## src/rtl/pemn_pkg.sv

```systemverilog
// ---------------------------------------------------------------------------
// pemn_pkg
// Shared types, character codes and parse mode codes for the PEM text
// normalizer.
// ---------------------------------------------------------------------------
package pemn_pkg;

	// Character codes
	localparam logic [7:0] ChDash  = 8'h2D;
	localparam logic [7:0] ChLf    = 8'h0A;
	localparam logic [7:0] ChCr    = 8'h0D;
	localparam logic [7:0] ChSpace = 8'h20;

	// Parse modes
	localparam logic [1:0] ModeBefore = 2'd0;
	localparam logic [1:0] ModeDash   = 2'd1;
	localparam logic [1:0] ModeLabel  = 2'd2;
	localparam logic [1:0] ModeBody   = 2'd3;

	// Most data bytes one item can produce (five dashes and a newline)
	localparam int unsigned MaxBytes = 6;
	localparam logic [7:0] LineLenReset = 8'd64;

	// Group of results caused by one item
	typedef struct packed {
		logic [MaxBytes-1:0][7:0] data;
		logic [2:0]               cnt;
		logic                     fin;
	} grp_t;

	// Base64 alphabet, including the pad character
	function automatic logic is_b64(input logic [7:0] c);
		is_b64 = (c >= 8'h30 && c <= 8'h39) || (c >= 8'h41 && c <= 8'h5A) ||
		         (c >= 8'h61 && c <= 8'h7A) || c == 8'h2B || c == 8'h2F ||
		         c == 8'h3D;
	endfunction

endpackage

```

## src/rtl/pem_text_normalizer.sv

```systemverilog
// ---------------------------------------------------------------------------
// pem_text_normalizer
// Streaming cleaner for PEM armored text: collapses spaces, rewrites dash
// runs as five dashes, keeps labels and rewraps the base64 body.
// ---------------------------------------------------------------------------
//
//  channel  | direction | handshake               | payload
//  ---------+-----------+-------------------------+----------------------------
//  in       | input     | in_valid / in_ready     | in_byte, in_last
//  out      | output    | out_valid / out_ready   | out_byte, has_byte,
//           |           |                         | last_of_run, stream_end
//  cfg      | input     | cfg_wr_en (no wait)     | cfg_wr_data (line_length)
//
//  An accepted item is registered in the input stage and processed there
//  against one byte of lookahead; its 0 to 7 results go into a two-entry
//  group queue. The output side sends one result per cycle while out_ready
//  is high, so an item with a single result sustains one item per cycle,
//  and an item with n results holds the output port until all n are sent.
//  Input stalls only when both group entries are full. After reset the line
//  length is 64 and the parser waits for the first byte of a text.
//
module pem_text_normalizer (
	input  logic       clk,
	input  logic       arst_n,
	input  logic       cfg_wr_en,
	input  logic [7:0] cfg_wr_data,
	input  logic       in_valid,
	output logic       in_ready,
	input  logic [7:0] in_byte,
	input  logic       in_last,
	output logic       out_valid,
	input  logic       out_ready,
	output logic [7:0] out_byte,
	output logic       has_byte,
	output logic       last_of_run,
	output logic       stream_end
);
	import pemn_pkg::*;

	logic [7:0] line_len_q;

	// Input stage
	logic       valid_s1;
	logic [7:0] byte_s1;
	logic       last_s1;

	// Parser state
	logic [1:0] mode_q;
	logic [1:0] sec_q;
	logic [7:0] fill_q;
	logic [7:0] held_q;
	logic       held_v_q;
	logic       wn_q;

	logic [1:0] mode_d;
	logic [1:0] sec_d;
	logic [7:0] fill_d;
	logic [7:0] held_d;
	logic       held_v_d;
	logic       wn_d;

	// Group queue
	grp_t       head_q;
	grp_t       tail_q;
	logic       head_v_q;
	logic       tail_v_q;
	logic [2:0] pos_q;

	grp_t       grp;
	logic       merge;
	logic       proc;
	logic       dash_end;
	logic [1:0] sec_inc;
	logic [7:0] fill_inc;
	logic       body_put;
	logic       body_wrap;
	logic       wn_after;
	logic       closing;
	logic       grp_some;
	logic       consume;
	logic       push;
	logic       pop;
	logic       head_free;
	logic [2:0] total_m1;
	logic       at_last;

	function automatic logic [2:0] grp_total_m1(input grp_t g);
		grp_total_m1 = g.cnt + {2'b00, g.fin} - 3'd1;
	endfunction

	// Configuration register
	always_ff @(posedge clk or negedge arst_n) begin
		if (!arst_n) begin
			line_len_q <= LineLenReset;
		end else if (cfg_wr_en) begin
			line_len_q <= cfg_wr_data;
		end
	end

	// Accept into the input stage whenever it is empty or drains this cycle
	assign grp_some = (grp.cnt != 3'd0) || grp.fin;
	assign consume  = valid_s1 && (!grp_some || !tail_v_q);
	assign in_ready = !valid_s1 || consume;

	always_ff @(posedge clk or negedge arst_n) begin
		if (!arst_n) begin
			valid_s1 <= 1'b0;
		end else if (in_ready) begin
			valid_s1 <= in_valid;
		end
	end

	always_ff @(posedge clk) begin
		if (in_ready && in_valid) begin
			byte_s1 <= in_byte;
			last_s1 <= in_last;
		end
	end

	// Process the held byte with the staged byte as lookahead
	assign merge     = held_v_q && held_q == ChSpace && byte_s1 == ChSpace;
	assign proc      = valid_s1 && held_v_q && !merge;
	assign dash_end  = is_b64(byte_s1) || byte_s1 == ChCr || byte_s1 == ChLf;
	assign sec_inc   = sec_q + 2'd1;
	assign fill_inc  = fill_q + 8'd1;
	assign body_put  = is_b64(held_q);
	assign body_wrap = body_put && fill_inc == line_len_q;
	assign wn_after  = body_put ? body_wrap : wn_q;
	assign closing   = byte_s1 == ChDash && !wn_after;

	always_comb begin
		grp      = '0;
		mode_d   = mode_q;
		sec_d    = sec_q;
		fill_d   = fill_q;
		wn_d     = wn_q;
		held_d   = held_q;
		held_v_d = held_v_q;
		if (proc) begin
			unique case (mode_q)
				ModeBefore: begin
					if (held_q == ChDash) begin
						grp.data[0] = ChDash;
						grp.data[1] = ChDash;
						grp.data[2] = ChDash;
						grp.data[3] = ChDash;
						grp.data[4] = ChDash;
						grp.cnt     = 3'd5;
						sec_d       = sec_inc;
						mode_d      = ModeDash;
						wn_d        = 1'b0;
						if (dash_end) begin
							if (sec_inc[0]) begin
								mode_d = ModeLabel;
							end else begin
								grp.data[5] = ChLf;
								grp.cnt     = 3'd6;
								wn_d        = 1'b1;
								mode_d      = (sec_inc == 2'd0) ? ModeBefore : ModeBody;
							end
						end
					end
				end
				ModeDash: begin
					if (dash_end) begin
						if (sec_q[0]) begin
							mode_d = ModeLabel;
						end else begin
							grp.data[0] = ChLf;
							grp.cnt     = 3'd1;
							wn_d        = 1'b1;
							mode_d      = (sec_q == 2'd0) ? ModeBefore : ModeBody;
						end
					end
				end
				ModeLabel: begin
					if (is_b64(held_q) || held_q == ChSpace) begin
						grp.data[0] = held_q;
						grp.cnt     = 3'd1;
						wn_d        = 1'b0;
					end
					if (byte_s1 == ChDash) begin
						mode_d = ModeBefore;
					end
				end
				ModeBody: begin
					// Body char, wrap newline, closing newline before a dash run
					grp.data[0] = body_put ? held_q : ChLf;
					grp.data[1] = ChLf;
					grp.cnt     = {2'b00, body_put} + {2'b00, body_wrap} + {2'b00, closing};
					wn_d        = closing ? 1'b1 : wn_after;
					if (byte_s1 == ChDash) begin
						fill_d = 8'd0;
						mode_d = ModeBefore;
					end else if (body_wrap) begin
						fill_d = 8'd0;
					end else if (body_put) begin
						fill_d = fill_inc;
					end
				end
				default: begin
					mode_d = ModeBefore;
				end
			endcase
		end
		// End of text: add the marker and start over; else hold the new byte
		if (valid_s1 && last_s1) begin
			grp.fin  = 1'b1;
			mode_d   = ModeBefore;
			sec_d    = 2'd0;
			fill_d   = 8'd0;
			wn_d     = 1'b0;
			held_d   = 8'd0;
			held_v_d = 1'b0;
		end else if (valid_s1 && !merge) begin
			held_d   = byte_s1;
			held_v_d = 1'b1;
		end
	end

	always_ff @(posedge clk or negedge arst_n) begin
		if (!arst_n) begin
			mode_q   <= ModeBefore;
			sec_q    <= 2'd0;
			fill_q   <= 8'd0;
			held_q   <= 8'd0;
			held_v_q <= 1'b0;
			wn_q     <= 1'b0;
		end else if (consume) begin
			mode_q   <= mode_d;
			sec_q    <= sec_d;
			fill_q   <= fill_d;
			held_q   <= held_d;
			held_v_q <= held_v_d;
			wn_q     <= wn_d;
		end
	end

	// Output side: walk the head group one result per cycle while out_ready is high
	assign total_m1    = grp_total_m1(head_q);
	assign at_last     = pos_q == total_m1;
	assign out_valid   = head_v_q;
	assign has_byte    = pos_q < head_q.cnt;
	assign out_byte    = has_byte ? head_q.data[pos_q] : 8'd0;
	assign last_of_run = at_last;
	assign stream_end  = !has_byte && head_q.fin;

	assign pop       = head_v_q && out_ready && at_last;
	assign push      = consume && grp_some;
	assign head_free = !head_v_q || pop;

	// Advance the group queue
	always_ff @(posedge clk or negedge arst_n) begin
		if (!arst_n) begin
			head_v_q <= 1'b0;
			tail_v_q <= 1'b0;
			pos_q    <= 3'd0;
		end else begin
			if (head_v_q && out_ready) begin
				pos_q <= at_last ? 3'd0 : pos_q + 3'd1;
			end
			if (head_free) begin
				head_v_q <= tail_v_q || push;
				tail_v_q <= tail_v_q && push;
			end else if (push) begin
				tail_v_q <= 1'b1;
			end
		end
	end

	always_ff @(posedge clk) begin
		if (head_free) begin
			if (tail_v_q) begin
				head_q <= tail_q;
				if (push) begin
					tail_q <= grp;
				end
			end else if (push) begin
				head_q <= grp;
			end
		end else if (push) begin
			tail_q <= grp;
		end
	end

	// Checks
	a_marker_alone: assert property (@(posedge clk) disable iff (!arst_n)
		(out_valid && !has_byte) |-> (stream_end && last_of_run))
		else $error("end marker not a lone final result");

	a_tail_needs_head: assert property (@(posedge clk) disable iff (!arst_n)
		tail_v_q |-> head_v_q)
		else $error("group queue tail valid without head");

	a_pos_in_group: assert property (@(posedge clk) disable iff (!arst_n)
		head_v_q |-> (pos_q <= total_m1))
		else $error("result index beyond group");

	a_no_push_full: assert property (@(posedge clk) disable iff (!arst_n)
		(tail_v_q && !pop) |-> !push)
		else $error("group pushed into a full queue");

endmodule

```

## config.mk

```make
export PLATFORM = sky130hd
export DESIGN_NAME = pem_text_normalizer
export DESIGN_NICKNAME = d
export VERILOG_FILES = /design/src/rtl/pemn_pkg.sv /design/src/rtl/pem_text_normalizer.sv
export SDC_FILE = /design/constraint.sdc
export NUM_CORES = 1
export LEC_CHECK = 0
export BUFFER_PORTS_ARGS = -buffer_cell sky130_fd_sc_hd__buf_2
export CORE_AREA = 2 2 126 128
export CTS_CLUSTER_DIAMETER = 30
export DETAILED_ROUTE_END_ITERATION = 12
export DIE_AREA = 0 0 128 130
export PLACE_DENSITY = 0.54
export SETUP_SLACK_MARGIN = 0.3
export SYNTH_ARGS = -nofsm -noshare
export SYNTH_HDL_FRONTEND = slang
export SYNTH_SLANG_ARGS = --single-unit
```

## constraint.sdc

```tcl
create_clock -name clk -period 5 [get_ports clk]
set_input_delay 0.25 -clock clk [delete_from_list [all_inputs] [get_ports clk]]
set_output_delay 0.25 -clock clk [all_outputs]
set_load 0.1 [all_outputs]
```

# --- After elaboration in Yosys (flattened, before gate mapping) ---
# Index checks and enable logic that the tools add are counted.
totals:
  ff_bits: 149
  word_cells: 199
classes:
  addsub: 7
  n_lt_le_gt_ge: 14
  eq_ne: 23
  muxes: 61
  n_reduce_logical: 65
op_table:
  columns: ["op", "n"]
  rows:
  - ["52-bit two-way mux", 5]
  - ["8-bit two-way mux", 11]
  - ["8-bit by 6-bit equality test with 1-bit output (second input constant)", 10]
  - ["51-bit two-way mux", 1]
  - ["47-bit two-way mux", 1]
  - ["11-bit one-hot mux with 4 select lines", 1]
  - ["8-bit by 7-bit >= comparator with 1-bit output (second input constant)", 4]
  - ["8-bit by 7-bit less-or-equal comparator with 1-bit output (second input constant)", 4]
  - ["2-bit two-way mux", 16]
  - ["32-bit two-way mux", 1]
  - ["8-bit binary-select mux with 3-bit select", 1]
  - ["1-bit logical AND", 21]
  - ["1-bit logical OR", 18]
  - ["8-bit by 4-bit equality test with 1-bit output (second input constant)", 2]
  - ["8-bit by 6-bit >= comparator with 1-bit output (second input constant)", 2]
  - ["8-bit by 6-bit less-or-equal comparator with 1-bit output (second input constant)", 2]
  - ["8-bit one-hot mux with 2 select lines", 1]
  - ["1-bit two-way mux", 15]
  - ["7-bit two-way mux", 2]
  - ["2-bit nonzero test", 7]
  - ["3-bit inequality test (second input constant)", 4]
  - ["11-bit two-way mux", 1]
  - ["8-bit by 1-bit adder with 8-bit output (second input constant)", 1]
  - ["8-bit equality test", 1]
  - ["26 further kinds", 38]

# --- Longest topological paths before layout ---
# Gate-level depths: netlist of the first run.
logic_depth:
  word_depth: 23
  ltp_mapped: 16
  depth_no_buf: 16

# --- Least setup slack after synthesis of the first run ---
# OpenSTA, ideal clock, no wires.
synth_path:
  kind: "reg-to-reg"
  from: "reg fill_q[0] (netlist name)"
  to: "reg tail_q[0] (netlist name) (enable)"
  arrival_time_ns: 4.485
  t_required_ns: 4.584
  path_slack_ns: 0.099
  stages_incl_launch_ff: 16
  period_less_slack_ns: 4.901
  cell_sequence: "dfrtp_1 > ha_1 > nand3_4 > or3_1 > a2111oi_2 > o2111ai_1 > or2_1 > o21ai_0 > nor2_1 > fa_1 > o21a_1 > a41oi_1 > o31ai_1 > a31oi_2 > o211ai_1 > nor3b_1"
synth_lines:
  columns: ["element", "line_no", "text"]
  rows:
  - ["end signal, assigned", "pem_text_normalizer.sv:276", "tail_q <= grp;"]
  - ["end signal, assigned", "pem_text_normalizer.sv:282", "tail_q <= grp;"]
  - ["end, declared", "pem_text_normalizer.sv:64", "grp_t tail_q;"]

# --- Final worst setup path of the first run ---
layout_path:
  from: "reg fill_q[0]"
  to: "out in_ready"
layout_between:
  elab_chain_len: 15
  word_cells_on_any_way: 16
  classes_between: "add/sub: 3; eq/ne: 1; mux: 3; reduce/logical: 9"
layout_rtl:
  columns: ["element", "line_no", "text"]
  rows:
  - ["start, declared", "pem_text_normalizer.sv:50", "logic [7:0] fill_q;"]
  - ["start signal, assigned", "pem_text_normalizer.sv:232", "fill_q <= fill_d;"]
  - ["8-bit by 1-bit adder with 8-bit output *", "pem_text_normalizer.sv:125", "assign fill_inc = fill_q + 8'd1;"]
  - ["8-bit equality test *", "pem_text_normalizer.sv:127", "assign body_wrap = body_put && fill_inc == line_len_q;"]
  - ["1-bit logical AND *", "pem_text_normalizer.sv:127", null]
  - ["1-bit two-way mux", "pem_text_normalizer.sv:128", "assign wn_after = body_put ? body_wrap : wn_q;"]
  - ["1-bit zero test", "pem_text_normalizer.sv:129", "assign closing = byte_s1 == ChDash && !wn_after;"]
  - ["1-bit logical AND", "pem_text_normalizer.sv:129", null]
  - ["2-bit by 1-bit adder with 3-bit output *", "pem_text_normalizer.sv:190", "grp.cnt = {2'b00, body_put} + {2'b00, body_wrap} + {2'b00, closing};"]
  - ["11-bit one-hot mux with 4 select lines *", "pem_text_normalizer.sv:140", "unique case (mode_q)"]
  - ["51-bit two-way mux *", "pem_text_normalizer.sv:139", "if (proc) begin"]
  - ["3-bit nonzero test *", "pem_text_normalizer.sv:101", "assign grp_some = (grp.cnt != 3'd0) || grp.fin;"]
  - ["1-bit logical OR *", "pem_text_normalizer.sv:101", null]
  - ["1-bit zero test *", "pem_text_normalizer.sv:102", "assign consume = valid_s1 && (!grp_some || !tail_v_q);"]
  - ["1-bit logical OR *", "pem_text_normalizer.sv:102", null]
  - ["1-bit logical AND *", "pem_text_normalizer.sv:102", null]
  - ["1-bit logical OR *", "pem_text_normalizer.sv:103", "assign in_ready = !valid_s1 || consume;"]
  - ["end, declared", "pem_text_normalizer.sv:28", "output logic in_ready,"]
# Every way passes the cells marked *; elsewhere a longest branch is shown, timed or not.

==> implementation parameters, run 1 <==
Parameter                              Value

CTS
  Clock-pin slew on the worst setup and hold paths ... 0.06 ns
  Sinks on Clock Net ... 79
  Post-CTS Hold Buffers ... 0
  Clock root buffer ... clkbuf_16
  H-tree depth ... 3
  Num CTS Buffers ... 9
  Clock tree buffer depth ... 2
  Clock latency on the worst-skew pair ... 0.34 ns
  CTS tree ... built

Power and ir drop
  Power after layout ... 0.003004 W
  Static power due to leakage ... 2.109 nW
  Power density of the placed cells ... 583.3 nW/um^2
  Max rail drop VDD ... 446.4 uV

Drt
  Number of nets still failing antenna checks after routing ... 0
  Per-cell routed wire length ... 14.87 microns
  Wirelength, routed ... 9.635 mm
  Number of remaining DRC errors ... 0
  Detailed Route Iter0 Violations ... 268
  Detailed Routing Iterations Pass 1 ... 4
  Vias after detailed routing ... 3234
  Detailed-route vias per instance ... 4.991

Critical path
  Endpoint of the worst-slack reg-to-reg timing path ... head_q[11]
  Depth of the most critical reg-to-reg path ... 18
  Worst setup SP type ... flop
  Setup Crit Path Kind ... flop to primary output
  Worst R2R Setup Slack ... 0.59 ns
  Required @ worst endpoint ... 4.75 ns
  Worst setup path start ... fill_q[0]
  Launch instance of the worst register-to-register path ... fill_q[0]
  Worst EP arrival ... 4.20 ns
  Crit path capture type ... primary output
  CP Max Fanout ... 7

Synthesis
  Ranking of synthesized cells by area ... edfxtp_1, dfrtp_1, mux2_2
  Flop and latch count out of synthesis ... 79
  Sequential area share after synthesis ... 49.10%
  Warnings, synthesis ... 0
  Nets in the synthesized netlist ... 455
  Share of the synthesized area in the top cell type ... 28.91%
  Async SR Flop Fraction ... 45.57%
  Mean area per synthesized cell ... 10.69 sq um
  Post-synthesis cell area ... 4467 sq um
  Post-synth top area cell ... edfxtp_1
  Count of different cell masters after synthesis ... 70
  Post-synthesis instance total ... 418
  Number of enable flip-flop cells after synthesis ... 43
  Most common flop cell mapped by yosys ... edfxtp_1

STA
  Max-slew violation count ... 0
  Final TNS setup ... 0 ns
  Achievable frequency ... 0.2250 GHz
  Slew headroom ... 42.14%
  Min Tclk post-route ... 4.445 ns
  Tightest Pin Transition ... 0.8678 ns
  Ratio of final minimum period to clock period ... 88.90%
  Worst hold margin ... 0.02593 ns
  Setup repair after global routing missed its margin ... no
  Final worst clock skew ... 0.006240 ns
  Setup violation total in the final timing report ... 0
  Number of failing hold endpoints at the final stage ... 0

Placement
  Placed instance area ... 4842 sq um
  Placed wire-length estimate ... 7.140 mm
  Number of port buffers ... 34
  Cell count after placement ... 631
  Routability congestion estimate ... 0.8369

Finish
  Total number of nets in the final design ... 488
  Fraction of layout cells with a size suffix above 1 ... 18.86%
  Area grow syn2layout ... 15.29%
  Post-route cell area ... 5150 sq um
  Non-filler instance count after layout ... 648
  Highest-count cells in the layout ignoring fill and taps ... edfxtp_1, nand2_1, dfrtp_1
  Count of antenna diodes in the layout ... 0
  Most common cell after layout, fill and taps aside ... edfxtp_1

Global route
  Aggregate global routing overflow ... 0
  Number of global-route vias before repair ... 3098
  First-pass GRT wire length ... 16.01 mm
  Total global routing track utilization ... 12.31%
  Antenna violations before repair ... 0
  Largest net degree at the start of global routing ... 37

Floorplan
  Floorplan Core Area ... 15420 sq um
  Die span in x ... 128 microns
  I/O pins ... 35
  Die boundary height ... 130 microns
  Row Count ... 46
  Total die area ... 16640 sq um
  Starting utilization of the core area ... 28.96%

Hold path
  Type of the worst min-delay path ... input pin to asynchronous set/reset pin

Run status
  Result of the run ... finished clean

Run
  Maxcap violations ... 0
==> per-stage QoR <==
step	util, %	setup WS, ns
after floorplan	-	0.4647
after global placement	31.39	0.5575
after detailed placement	31.39	0.4813
after CTS	33.15	0.3353
after global routing	33.39	0.3013
final	33.39	0.5549
==> where the power goes <==
part | internal, W | total (W) | switching, W
Combinational | 0.000431 | 0.00141 | 0.000979
Clock | 0.000330 | 0.000584 | 0.000254
Sequential | 0.000852 | 0.00101 | 0.000158
==> Yosys cell counts, types with 2 or more instances <==
master,n
edfxtp_1,43
nand2_1,42
dfrtp_1,35
inv_1,27
nor2_1,25
a21oi_1,23
o21ai_0,18
mux2_2,16
ha_1,14
and2_1,11
clkbuf_1,10
mux2i_1,10
nor2b_1,9
xnor2_1,9
nand3_1,8
nor3_1,7
o211ai_1,7
o31ai_1,7
a22o_1,6
and3_1,5
buf_2,5
nand2b_1,5
nor3b_1,5
o21a_1,5
o21ai_1,5
a21o_1,4
nand3b_1,3
xor2_1,3
a211o_1,2
a211oi_1,2
a311o_1,2
a41oi_1,2
and2b_1,2
nor3_2,2
nor4_1,2
o211a_1,2
or3_1,2
==> cells by family after synthesis <==
group           count (synthesis)  share of synthesized area [%]
simple gates                  137                          16.47
compound gates                103                          16.75
flops                          79                          49.10
buf+inv                        43                          3.838
mux                            28                          7.031
fa+ha+maj                      15                          4.370
xor+xnor                       12                          2.353
other cells                     1                        0.08395
==> worst max path at each step <==
stage                     cells after the start    endpoint  slack [ns]
final                                        16    in_ready        0.55
after global routing                         15    in_ready        0.30
after CTS                                    16    in_ready        0.34
after detailed placement                     16  byte_s1[2]        0.48
after global placement                       16   tail_q[6]        0.56
after floorplan                              16   head_q[0]        0.46
==> area by class of cell <==
cell class / count / area [sq um]
Fill cell: 1560 / 10270
Sequential cell: 79 / 2195
Tap cell: 192 / 240.2
Clock buffer: 9 / 225.2
Multi-Input combinational cell: 296 / 2133
Clock inverter: 7 / 40.04
Inverter: 27 / 101.3
Timing Repair Buffer: 38 / 215.2
==> metal layers <==
layer / wire length, microns / track usage (%) / vias up
li1: - / - / 1586
met1: 4784 / 16.84 / 1567
met2: 4324 / 18.50 / 70
met3: 367 / 4.018 / 11
met4: 159 / 4.008 / 0
met5: 0 / 0 / -
==> state kept, by name, summed over array words and instances, names as in the netlist, 2 cells and up <==
register / cells
byte_s1: 8
fill_q: 8
head_q: 17
held_q: 8
line_len_q: 8
mode_q: 2
pos_q: 3
sec_q: 2
tail_q: 17
==> worst max-delay path, cell delays in order (launching register included) <==
cell and delay (ns):
dfrtp_2 0.43, ha_4 0.18, nand3_4 0.09, or3_1 0.40, a2111oi_2 0.35, o2111ai_1 0.17
or2_1 0.31, o21ai_0 0.09, nor2_1 0.07, fa_1 0.45, o21a_1 0.20, a41oi_1 0.15
o31ai_1 0.11, a31oi_2 0.30, o211ai_1 0.21, nand2_2 0.17, buf_12 0.18
==> timing repair <==
action | 4_1_cts | 5_1_grt
buffers inserted | 0 | 1
pin swaps | 0 | 3
gates resized for setup | 2 | 6
endpoints found under the setup margin | 1 | 46
endpoints found under the hold margin | 0 | 0
(Power assumes the default switching activity.)
==> run 2: changes to the inputs <==
--- a/config.mk
+++ b/config.mk
@@ -6,11 +6,10 @@
 export NUM_CORES = 1
 export LEC_CHECK = 0
 export BUFFER_PORTS_ARGS = -buffer_cell sky130_fd_sc_hd__buf_2
-export CORE_AREA = 2 2 126 128
+export CORE_AREA = 2 2 140 115
 export CTS_CLUSTER_DIAMETER = 30
 export DETAILED_ROUTE_END_ITERATION = 12
-export DIE_AREA = 0 0 128 130
-export PLACE_DENSITY = 0.54
+export DIE_AREA = 0 0 142 117
 export SETUP_SLACK_MARGIN = 0.3
 export SYNTH_ARGS = -nofsm -noshare
 export SYNTH_HDL_FRONTEND = slang
==> implementation parameters, run 2 (synthesis results as in run 1) <==
Parameter                              Value

Critical path
  Worst setup path endpoint ... in_ready
  List of cells traversed by the critical path ... ha_4 -> nand3_4 -> or3_1 -> a2111oi_2 -> o2111ai_1 -> or2_4 -> o21ai_0 -> nor2_1 -> fa_1 -> o21a_1 -> a41oi_1 -> o31ai_1 -> a31oi_2 -> o211ai_1 -> nand2_2 -> buf_8
  Kind of cell adding the most delay to the critical path ... compound AO/OA/AOI/OAI gates
  Worst setup path start ... fill_q[1]
  Slowest cell on the critical path ... fa_1
  Setup Crit Path Kind ... flop to primary output
  Worst R2R Setup Slack ... 0.65 ns
  Worst EP arrival ... 4.13 ns
  CP Max Fanout ... 7
  Stages on worst setup path ... 16
  Required @ worst endpoint ... 4.75 ns
  Worst setup SP type ... flop
  Launch instance of the worst register-to-register path ... fill_q[1]
  Longest individual stage delay on the worst path ... 0.45 ns
  Depth of the most critical reg-to-reg path ... 17
  Crit path capture type ... primary output
  Endpoint of the worst-slack reg-to-reg timing path ... fill_q[0]
  Buf/Inv on CP ... 1

CTS
  Post-CTS Hold Buffers ... 0
  H-tree depth ... 3
  Clock root buffer ... clkbuf_16
  Clock-pin slew on the worst setup and hold paths ... 0.05 ns
  Clock latency on the worst-skew pair ... 0.34 ns
  CTS tree ... built
  Sinks on Clock Net ... 79
  Clock tree buffer depth ... 2
  Num CTS Buffers ... 9

Global route
  Largest net degree at the start of global routing ... 37
  Antenna violations before repair ... 0
  Number of global-route vias before repair ... 3170
  First-pass GRT wire length ... 16.56 mm
  Total global routing track utilization ... 12.82%
  Aggregate global routing overflow ... 0

Finish
  Registers with the most flip-flops ... head_q (17), tail_q (17)
  Area grow syn2layout ... 16.33%
  Count of antenna diodes in the layout ... 0
  Highest-count cells in the layout ignoring fill and taps ... edfxtp_1, nand2_1, dfrtp_1
  Most common cell after layout, fill and taps aside ... edfxtp_1
  Total number of nets in the final design ... 489
  Fraction of layout cells with a size suffix above 1 ... 18.82%
  Layout Utilization ... 33.88%

Floorplan
  Total die area ... 16610 sq um
  Floorplan Core Area ... 15340 sq um
  Row Count ... 41
  Starting utilization of the core area ... 29.12%
  Die span in x ... 142 microns
  Die boundary height ... 117 microns
  I/O pins ... 35

Drt
  Vias after detailed routing ... 3285
  Number of remaining DRC errors ... 0
  Detailed-route vias per instance ... 5.054
  Detailed Routing Iterations Pass 1 ... 5
  Number of nets still failing antenna checks after routing ... 0
  Detailed Route Iter0 Violations ... 261
  Per-cell routed wire length ... 15.28 microns
  Wirelength, routed ... 9.931 mm

Power and ir drop
  Static power due to leakage ... 2.139 nW
  Power density of the placed cells ... 597.7 nW/um^2
  Max rail drop VDD ... 215.5 uV

STA
  Setup violation total in the final timing report ... 0
  Max-slew violation count ... 0
  Ratio of final minimum period to clock period ... 87.68%
  Setup repair after global routing missed its margin ... no
  Tightest Pin Transition ... 0.8960 ns
  Number of failing hold endpoints at the final stage ... 0
  Final TNS setup ... 0 ns
  Slew headroom ... 40.27%
  Final worst clock skew ... 0.006851 ns
  Achievable frequency ... 0.2281 GHz
  Min Tclk post-route ... 4.384 ns

Placement
  Number of port buffers ... 34
  Routability congestion estimate ... 0.8855
  Placed wire-length estimate ... 7.259 mm

Hold path
  Type of the worst min-delay path ... input pin to asynchronous set/reset pin

Run
  Maxcap violations ... 0

Run status
  Result of the run ... finished clean
==> run 2: worst min-delay path by stage <==
stage                     from          to  slack [ns]  depth (start not counted)
floorplan               arst_n   fill_q[0]       -0.05                          0
global placement        arst_n    pos_q[1]        0.41                          1
detailed placement  in_byte[0]  byte_s1[0]        0.43                          1
CTS                 in_byte[2]  byte_s1[2]        0.08                          1
global route        in_byte[2]  byte_s1[2]        0.07                          1
finish                  arst_n    pos_q[1]        0.03                          1
==> run 2: final cells by class <==
class                      count  area [sq um]
clock buffer                  10         229.0
clock inverter                 6         76.32
fill                        1487         10140
inverter                      27         101.3
multi-input combinational    296          2136
sequential                    79          2195
tap                          193         241.5
timing repair buffer          39         217.7
==> run 2: repair_timing <==
action                     CTS  global route
setup endpoints to repair    1            57
gates resized for setup      3             5
setup buffers                0             2
pin swaps                    0             2
hold endpoints to repair     0             0
==> run 2: power breakdown <==
part | switching, W | internal [W]
sequential | 0.000161 | 0.000852
clock | 0.000246 | 0.000431
combinational | 0.000982 | 0.000433
==> run 2: metal layers <==
| layer | global-route usage, % | vias to the layer above | wire length, microns |
|---|---|---|---|
| met4 | 3.800 | 0 | 60 |
| met1 | 18.09 | 1590 | 4812 |
| met3 | 3.499 | 7 | 594 |
| met2 | 19.36 | 91 | 4464 |
| met5 | 0 | - | 0 |
| li1 | - | 1597 | - |
==> run 2: through the flow <==
step	worst slack, ns	total power [W]	cells	hold slack (ns)	cell area, sq um
floorplan	0.4647	0.002122	418	-0.04559	4479
global placement	0.6119	0.002357	632	0.4134	4843
detailed placement	0.4353	0.002396	632	0.4281	4843
CTS	0.3226	0.003089	648	0.07515	5157
global route	0.3070	0.003287	650	0.07056	5196
finish	0.6158	0.003106	650	0.03235	5196
